$ cat config.mk
export PLATFORM = sky130hd
export DESIGN_NAME = triangle_midpoint_subdivider_unit
export DESIGN_NICKNAME = d
export VERILOG_FILES = /design/src/rtl/tms_pkg.sv /design/src/rtl/triangle_midpoint_subdivider_unit.sv /design/src/rtl/tms_mid_unit.sv
export SDC_FILE = /design/constraint.sdc
export NUM_CORES = 2
export LEC_CHECK = 0
export BUFFER_PORTS_ARGS = -buffer_cell sky130_fd_sc_hd__buf_2
export CORE_UTILIZATION = 51
export CTS_CLUSTER_DIAMETER = 30
export DETAILED_ROUTE_END_ITERATION = 12
export MAX_ROUTING_LAYER = met4
export PLACE_DENSITY_LB_ADDON = 0.05
export SYNTH_ARGS = -nofsm -noshare
export SYNTH_HDL_FRONTEND = slang
export SYNTH_SLANG_ARGS = --single-unit
$ cat constraint.sdc
create_clock -name clk -period 21.1 [get_ports clk]
set_input_delay 2.11 -clock clk [delete_from_list [all_inputs] [get_ports clk]]
set_output_delay 2.11 -clock clk [all_outputs]
set_load 0.005 [all_outputs]
$ cat src/rtl/tms_pkg.sv
`default_nettype none
package tms_pkg;

  // coordinates per triangle: v0 xyz, v1 xyz, v2 xyz
  localparam int NUM_COORD = 9;
  localparam int NUM_AXES  = 3;

  // child selected by one base-4 path digit
  typedef enum logic [1:0] {
    CHILD_CORNER_A = 2'd0,  // (A, AB, CA)
    CHILD_CORNER_B = 2'd1,  // (AB, B, BC)
    CHILD_CORNER_C = 2'd2,  // (CA, BC, C)
    CHILD_CENTER   = 2'd3   // (AB, BC, CA)
  } child_t;

endpackage
`default_nettype wire

$ cat src/rtl/triangle_midpoint_subdivider_unit.sv
`default_nettype none
// Midpoint triangle subdivider. Each accepted triangle (three vertices, signed
// Q16.8 coordinates) is split into 4^L sub-triangles, L = subdivision_factor-1
// (none at factor 0 or 1, capped at MAX_LEVELS). Results leave in path order,
// first level as the most significant base-4 digit; last_of_run marks the
// final one. Midpoints are floor((P+Q)/2) per coordinate. One midpoint unit
// builds one child triangle per cycle, while no result waits at the output,
// from a per-level triangle stack, and between results only the levels whose
// path digit changed are rebuilt. An input is taken only while the block is
// idle. For each result the changed levels are rebuilt one at a time, and the
// result then waits in the output register until out_ready takes it; factor
// 0 or 1 passes the input straight to the output register. subdivision_factor
// must be written only while idle; cfg_ready is always high.
module triangle_midpoint_subdivider_unit
  import tms_pkg::*;
#(
  parameter int COORD_WIDTH = 24,
  parameter int MAX_LEVELS  = 3
) (
  input  wire logic                          clk,
  input  wire logic                          rst_n,

  input  wire logic                          cfg_valid,
  output logic                               cfg_ready,
  input  wire logic [2:0]                    cfg_data,

  input  wire logic                          in_valid,
  output logic                               in_ready,
  input  wire logic signed [COORD_WIDTH-1:0] in_v0_x,
  input  wire logic signed [COORD_WIDTH-1:0] in_v0_y,
  input  wire logic signed [COORD_WIDTH-1:0] in_v0_z,
  input  wire logic signed [COORD_WIDTH-1:0] in_v1_x,
  input  wire logic signed [COORD_WIDTH-1:0] in_v1_y,
  input  wire logic signed [COORD_WIDTH-1:0] in_v1_z,
  input  wire logic signed [COORD_WIDTH-1:0] in_v2_x,
  input  wire logic signed [COORD_WIDTH-1:0] in_v2_y,
  input  wire logic signed [COORD_WIDTH-1:0] in_v2_z,

  output logic                               out_valid,
  input  wire logic                          out_ready,
  output logic signed [COORD_WIDTH-1:0]      out_v0_x,
  output logic signed [COORD_WIDTH-1:0]      out_v0_y,
  output logic signed [COORD_WIDTH-1:0]      out_v0_z,
  output logic signed [COORD_WIDTH-1:0]      out_v1_x,
  output logic signed [COORD_WIDTH-1:0]      out_v1_y,
  output logic signed [COORD_WIDTH-1:0]      out_v1_z,
  output logic signed [COORD_WIDTH-1:0]      out_v2_x,
  output logic signed [COORD_WIDTH-1:0]      out_v2_y,
  output logic signed [COORD_WIDTH-1:0]      out_v2_z,
  output logic                               last_of_run
);

  localparam int LW = $clog2(MAX_LEVELS + 1);  // level number 0..MAX_LEVELS
  localparam int KW = 2 * MAX_LEVELS;          // path index, one digit per level

  typedef logic [NUM_COORD-1:0][COORD_WIDTH-1:0] tri_vec_t;
  typedef enum logic [1:0] {S_IDLE, S_CALC, S_EMIT} state_t;

  state_t        state_r;
  logic [2:0]    factor_r;
  logic [LW-1:0] levels_r;   // levels latched for the current run
  logic [LW-1:0] lvl_r;      // level being built from
  logic [KW-1:0] k_r;        // path index of the pending result
  tri_vec_t      lvl_tri_r [MAX_LEVELS+1];  // triangle stack, one per level
  tri_vec_t      out_tri_r;
  logic          out_valid_r;
  logic          last_r;

  tri_vec_t      in_tri;
  tri_vec_t      child;
  child_t        child_sel;
  logic [LW-1:0] levels_nxt;
  logic [LW-1:0] depth_sh;
  logic [LW-1:0] trail3;     // trailing path digits at 3
  logic          run3;
  logic          is_last;
  logic [1:0]    digit;

  assign in_tri = {in_v2_z, in_v2_y, in_v2_x,
                   in_v1_z, in_v1_y, in_v1_x,
                   in_v0_z, in_v0_y, in_v0_x};

  // levels = factor - 1, none at factor 0/1, saturated at MAX_LEVELS
  always_comb begin
    if (factor_r <= 3'd1) begin
      levels_nxt = '0;
    end else if (int'(factor_r) - 1 >= MAX_LEVELS) begin
      levels_nxt = LW'(MAX_LEVELS);
    end else begin
      levels_nxt = LW'(factor_r - 3'd1);
    end
  end

  // path digit for the level being built; level 0 is the top digit
  always_comb begin
    depth_sh = levels_r - lvl_r - LW'(1);
    digit    = 2'd0;
    for (int i = 0; i < MAX_LEVELS; i++) begin
      if (depth_sh == LW'(i)) digit = k_r[2*i +: 2];
    end
  end
  assign child_sel = child_t'(digit);

  // trailing 3s decide which levels change on the next index; all 3s = last
  always_comb begin
    trail3 = '0;
    run3   = 1'b1;
    for (int i = 0; i < MAX_LEVELS; i++) begin
      if (run3 && (LW'(i) < levels_r) && (k_r[2*i +: 2] == 2'b11)) begin
        trail3 = trail3 + LW'(1);
      end else begin
        run3 = 1'b0;
      end
    end
    is_last = (trail3 == levels_r);
  end

  tms_mid_unit #(
    .COORD_WIDTH (COORD_WIDTH)
  ) u_mid (
    .parent    (lvl_tri_r[lvl_r]),
    .child_sel (child_sel),
    .child     (child)
  );

  always_ff @(posedge clk) begin
    if (!rst_n) begin
      state_r     <= S_IDLE;
      factor_r    <= 3'd1;
      levels_r    <= '0;
      lvl_r       <= '0;
      k_r         <= '0;
      out_valid_r <= 1'b0;
      last_r      <= 1'b0;
    end else begin
      if (cfg_valid) factor_r <= cfg_data;
      case (state_r)
        S_IDLE: begin
          if (in_valid) begin
            lvl_tri_r[0] <= in_tri;
            levels_r     <= levels_nxt;
            lvl_r        <= '0;
            k_r          <= '0;
            if (levels_nxt == '0) begin
              // pass-through: single result
              out_tri_r   <= in_tri;
              out_valid_r <= 1'b1;
              last_r      <= 1'b1;
              state_r     <= S_EMIT;
            end else begin
              state_r <= S_CALC;
            end
          end
        end
        S_CALC: begin
          lvl_tri_r[LW'(lvl_r + LW'(1))] <= child;
          if (lvl_r == levels_r - LW'(1)) begin
            out_tri_r   <= child;
            out_valid_r <= 1'b1;
            last_r      <= is_last;
            state_r     <= S_EMIT;
          end else begin
            lvl_r <= lvl_r + LW'(1);
          end
        end
        S_EMIT: begin
          if (out_ready) begin
            out_valid_r <= 1'b0;
            if (last_r) begin
              state_r <= S_IDLE;
            end else begin
              // rebuild from the highest level whose digit changes
              k_r     <= k_r + KW'(1);
              lvl_r   <= levels_r - LW'(1) - trail3;
              state_r <= S_CALC;
            end
          end
        end
        default: begin
          state_r     <= S_IDLE;
          out_valid_r <= 1'b0;
        end
      endcase
    end
  end

  assign cfg_ready   = 1'b1;
  assign in_ready    = (state_r == S_IDLE);
  assign out_valid   = out_valid_r;
  assign last_of_run = last_r;
  assign out_v0_x    = out_tri_r[0];
  assign out_v0_y    = out_tri_r[1];
  assign out_v0_z    = out_tri_r[2];
  assign out_v1_x    = out_tri_r[3];
  assign out_v1_y    = out_tri_r[4];
  assign out_v1_z    = out_tri_r[5];
  assign out_v2_x    = out_tri_r[6];
  assign out_v2_y    = out_tri_r[7];
  assign out_v2_z    = out_tri_r[8];

  // no new triangle while a result is pending
  a_no_in_while_out: assert property (@(posedge clk) disable iff (!rst_n)
    !(in_ready && out_valid))
    else $error("input ready while a result is pending");

  // level walk stays inside the latched depth
  a_lvl_in_range: assert property (@(posedge clk) disable iff (!rst_n)
    (state_r == S_CALC) |-> (lvl_r < levels_r))
    else $error("level index beyond run depth");

  // the flagged transfer ends the run
  a_last_ends_run: assert property (@(posedge clk) disable iff (!rst_n)
    (out_valid && out_ready && last_of_run) |=> in_ready)
    else $error("run did not end after last transfer");

  // a subdivided triangle must build at least one level before its first result
  a_calc_before_out: assert property (@(posedge clk) disable iff (!rst_n)
    (in_valid && in_ready && (levels_nxt != '0)) |=> !out_valid)
    else $error("result shown before any level was built");

endmodule
`default_nettype wire

$ cat src/rtl/tms_mid_unit.sv
`default_nettype none
module tms_mid_unit
  import tms_pkg::*;
#(
  parameter int COORD_WIDTH = 24
) (
  input  wire logic [NUM_COORD-1:0][COORD_WIDTH-1:0] parent,
  input  wire child_t                                 child_sel,
  output logic      [NUM_COORD-1:0][COORD_WIDTH-1:0] child
);

  logic [NUM_AXES-1:0][COORD_WIDTH-1:0] ab, bc, ca;

  // floor((p+q)/2) on a sum one bit wider
  function automatic logic [COORD_WIDTH-1:0] half_sum(
    input logic [COORD_WIDTH-1:0] p,
    input logic [COORD_WIDTH-1:0] q
  );
    logic [COORD_WIDTH:0] s;
    s = {p[COORD_WIDTH-1], p} + {q[COORD_WIDTH-1], q};
    return s[COORD_WIDTH:1];
  endfunction

  always_comb begin
    for (int c = 0; c < NUM_AXES; c++) begin
      ab[c] = half_sum(parent[c], parent[NUM_AXES + c]);
      bc[c] = half_sum(parent[NUM_AXES + c], parent[2*NUM_AXES + c]);
      ca[c] = half_sum(parent[2*NUM_AXES + c], parent[c]);
    end
  end

  always_comb begin
    for (int c = 0; c < NUM_AXES; c++) begin
      case (child_sel)
        CHILD_CORNER_A: begin
          child[c]              = parent[c];
          child[NUM_AXES + c]   = ab[c];
          child[2*NUM_AXES + c] = ca[c];
        end
        CHILD_CORNER_B: begin
          child[c]              = ab[c];
          child[NUM_AXES + c]   = parent[NUM_AXES + c];
          child[2*NUM_AXES + c] = bc[c];
        end
        CHILD_CORNER_C: begin
          child[c]              = ca[c];
          child[NUM_AXES + c]   = bc[c];
          child[2*NUM_AXES + c] = parent[2*NUM_AXES + c];
        end
        default: begin
          child[c]              = ab[c];
          child[NUM_AXES + c]   = bc[c];
          child[2*NUM_AXES + c] = ca[c];
        end
      endcase
    end
  end

endmodule
`default_nettype wire
==> run_results.csv <==
group,metric,value,unit
synthesis,synth.most_common_cell,"edfxtp_1",
synthesis,synthCells,4593,
cells_and_area,layout-drive-gt1-share,23.2,%
grt,grt.total_usage,31.1,%
cts,root_buffer,"clkbuf_16",
sta,fmax,0.151,GHz
floorplan,die_y,340,um
cts,numCtsBuffers,212,
synthesis,yosysTopAreaCellShare,55.7,%
cells_and_area,multiInputGateArea,0.0241,sq mm
floorplan,core,0.113,sq mm
worst_setup_path,critPathSlowestCell,"o21ai_0",
sta,relSlewSlack,21.5,%
sta,rsz0062_at_grt,"no",
cts,clk_pin_slew,0.05,ns
sta,fin_crit_sh,31.3,%
route,drc,0,
synthesis,yosysTopAreaCell,"edfxtp_1",
synthesis,yosysWarnings,0,
synthesis,synth_edf_count,1080,
sta,maxSlewViolCount,0,
place,dp.final_hpwl,120000,um
worst_setup_path,crit_chain,"buf_12, buf_4, buf_4, mux4_2, ha_1, a21o_1, a21o_1, a21oi_1, nand3_1, o21ai_0, o21ai_0, xnor2_1, o221a_2, o21ai_0",
cells_and_area,n_fill_cell,8730,
route,postRouteWirelength,175000,um
cells_and_area,seq_area,0.0328,sq mm
cts,clockBufferDepth,3,
cts,htreeDepth,4,
synthesis,yosysSeqAreaShare,56.4,%
job,maxCapViolCount,0,
route,vias_per_cell,6.21,
synthesis,ys_types,88,
cts,cts_tree,"yes",
synthesis,synth-seq-cells,1099,
power_and_ir_drop,power.ir.vdd_worst,0.0983,mV
status,run_status,"finished, final reports clean",
grt,grt.overflow.total,0,
synthesis,synth_common_cells,"1080 x edfxtp_1, 466 x a21oi_1, 366 x nand2_1",
worst_setup_path,start_kind,"register",
worst_setup_path,crit_top_cell,"o21ai_0",
place,io_buffer_count,442,
worst_setup_path,slowest_delay,0.86,ns
sta,period_needed,6.60,ns
synthesis,synth.area.top_cells,"edfxtp_1 56%, mux4_2 8.4%, ha_1 4.8%",
route,wire_per_inst,26.0,um
cts,cts.sinks,1099,
cells_and_area,nets,5496,
worst_setup_path,path_max_fanout,94,
synthesis,synthArstFlopShare,0,%
cts,post_cts_buffers,0,
grt,antenna_found_initial,18,
place,gp_congestion,1.00,
worst_setup_path,criticalPathCategory,"register to register",
floorplan,initial_utilization,51.6,%
sta,max_slew.worst_pin.slew,1.18,ns
power_and_ir_drop,power_density,164,mW/mm^2
power_and_ir_drop,p_leak,25.5,nW
sta,fin_tns_setup,0,ns
cells_and_area,synthToLayoutAreaGrowth,19.7,%
worst_setup_path,crit_path_end_kind,"register",
route,first_pass_iters,6,
floorplan,dieArea,0.115,sq mm
floorplan,dieWidth,340,um
sta,hold_viol,0,
route,final_antenna_net_count,0,
synthesis,syn-num-nets,5050,
synthesis,netlist_area,0.0582,sq mm
synthesis,ys.flop_type,"edfxtp_1",
sta,setup_viol,0,
cts,cts_resized,0,
floorplan,io_pins,444,
sta,clock-skew-final,0.0298,ns
floorplan,rows,123,
worst_setup_path,critical_path_arrival,7.14,ns
cts,cts_hold_buf,0,
cts,clkLatencyLatePin,0.80,ns
route,drtIter0Drc,3833,
worst_setup_path,crit_required,21.64,ns
route,vias,41800,
synthesis,syn_area_per_cell,12.7,sq um
cells_and_area,finish.utilization,61.7,%
grt,grt_pass1_vias,41700,
grt,grt_pass1_wl,262000,um
min_path,hp-start,"out_valid",
grt,grt_max_degree,178,
min_path,hp-class,"register to register",
==> power by group <==
group | total (W) | leakage [nW] | internal, W | switching, W
sequential | 0.00305 | 9.99 | 0.00295 | 0.000104
combinational | 0.00475 | 11.8 | 0.00166 | 0.00309
clock | 0.00361 | 3.73 | 0.00244 | 0.00117
total | 0.0114 | 25.5 | 0.00705 | 0.00436
==> worst paths after layout <==
kind              cells after the start                 to  slack (ns)
setup / recovery                     14  lvl_tri_r[2][115]       14.50
hold / removal                        2          out_valid        0.53
hold reg to reg                       2          out_valid        0.53
setup reg to reg                     14  lvl_tri_r[2][115]       14.50
==> layout make-up <==
type	instances	area share [%]
Clock inverter	161	3.23
Sequential cell	1099	47.1
Multi-Input combinational cell	3141	34.6
Timing Repair Buffer	495	3.84
Tap cell	1500	2.70
Antenna cell	9	0.0323
Clock buffer	243	7.95
Inverter	90	0.487
==> worst max-delay path, delay by kind of cell (launching register included) <==
kind | cells | cell delay, ns
flip-flops | 1 | 0.82
AND/OR/NAND/NOR | 1 | 0.12
XOR/XNOR | 1 | 0.20
adder cells (fa/ha/maj) | 1 | 0.41
AO/OA/AOI/OAI | 7 | 2.42
buffers and inverters | 3 | 1.72
multiplexers | 1 | 0.47
==> sequential cells by signal (all words and copies together) (netlist names), named ones only <==
| name | flops |
|---|---|
| lvl_tri_r | 864 |
| out_v0_x | 24 |
| out_v0_y | 24 |
| out_v0_z | 24 |
| out_v1_x | 24 |
| out_v1_y | 24 |
| out_v1_z | 24 |
| out_v2_x | 24 |
| out_v2_y | 24 |
| out_v2_z | 24 |
| k_r | 6 |
| factor_r | 3 |
| levels_r | 2 |
| lvl_r | 2 |
| state_r | 2 |
| last_of_run | 1 |
| out_valid | 1 |
==> cell usage in the layout (no fill, tap or decap), types with 55 or more instances in the layout <==
cell	n
o21ai_0	272
a21o_1	85
a221oi_1	61
edfxtp_1	1080
xnor2_1	125
inv_1	88
a21oi_1	466
xor2_1	57
buf_2	442
nor2_1	352
ha_1	220
nand2_1	365
nand3_1	55
mux4_2	216
a22o_1	94
clkbuf_16	215
mux2_2	83
==> kinds of logic (layout without fill, tap and decap cells) <==
| group | after synthesis | count (layout) | synth area share (%) |
|---|---|---|---|
| AOI/OAI and AO/OA | 1369 | 1369 | 15.2 |
| xor gates and xnor gates | 182 | 182 | 2.74 |
| adders and majority gates | 233 | 233 | 5.13 |
| buffers and inverters | 353 | 989 | 2.33 |
| DFF | 1099 | 1099 | 56.4 |
| muxes | 318 | 318 | 10.3 |
| other | 1 | 10 | 0.00645 |
| and+or+nand+nor | 1038 | 1038 | 7.94 |
==> through the flow <==
| step | hold slack, ns | instance area [sq um] | power [W] | setup WS [ns] | cells |
|---|---|---|---|---|---|
| global placement | 0.513 | 61800 | 0.00775 | 14.64 | 6325 |
| global route | 0.557 | 69600 | 0.0119 | 14.07 | 6734 |
| CTS | 0.527 | 69600 | 0.0114 | 14.55 | 6729 |
| floorplan | 0.484 | 58200 | 0.00636 | 2.83 | 4593 |
| finish | 0.529 | 69600 | 0.0114 | 14.50 | 6738 |
| detailed placement | 0.519 | 61800 | 0.00776 | 14.56 | 6325 |
==> per-layer routing <==
| metal | vias to the layer above | wire, um | global-route usage (%) |
|---|---|---|---|
| met5 | - | 0 | - |
| met4 | 0 | 5410 | 10.6 |
| met3 | 313 | 12300 | 4.42 |
| met2 | 1735 | 83900 | 48.9 |
| met1 | 20800 | 73600 | 41.5 |
| li1 | 19000 | - | - |
Note: power is estimated with default switching activity, not from simulation.
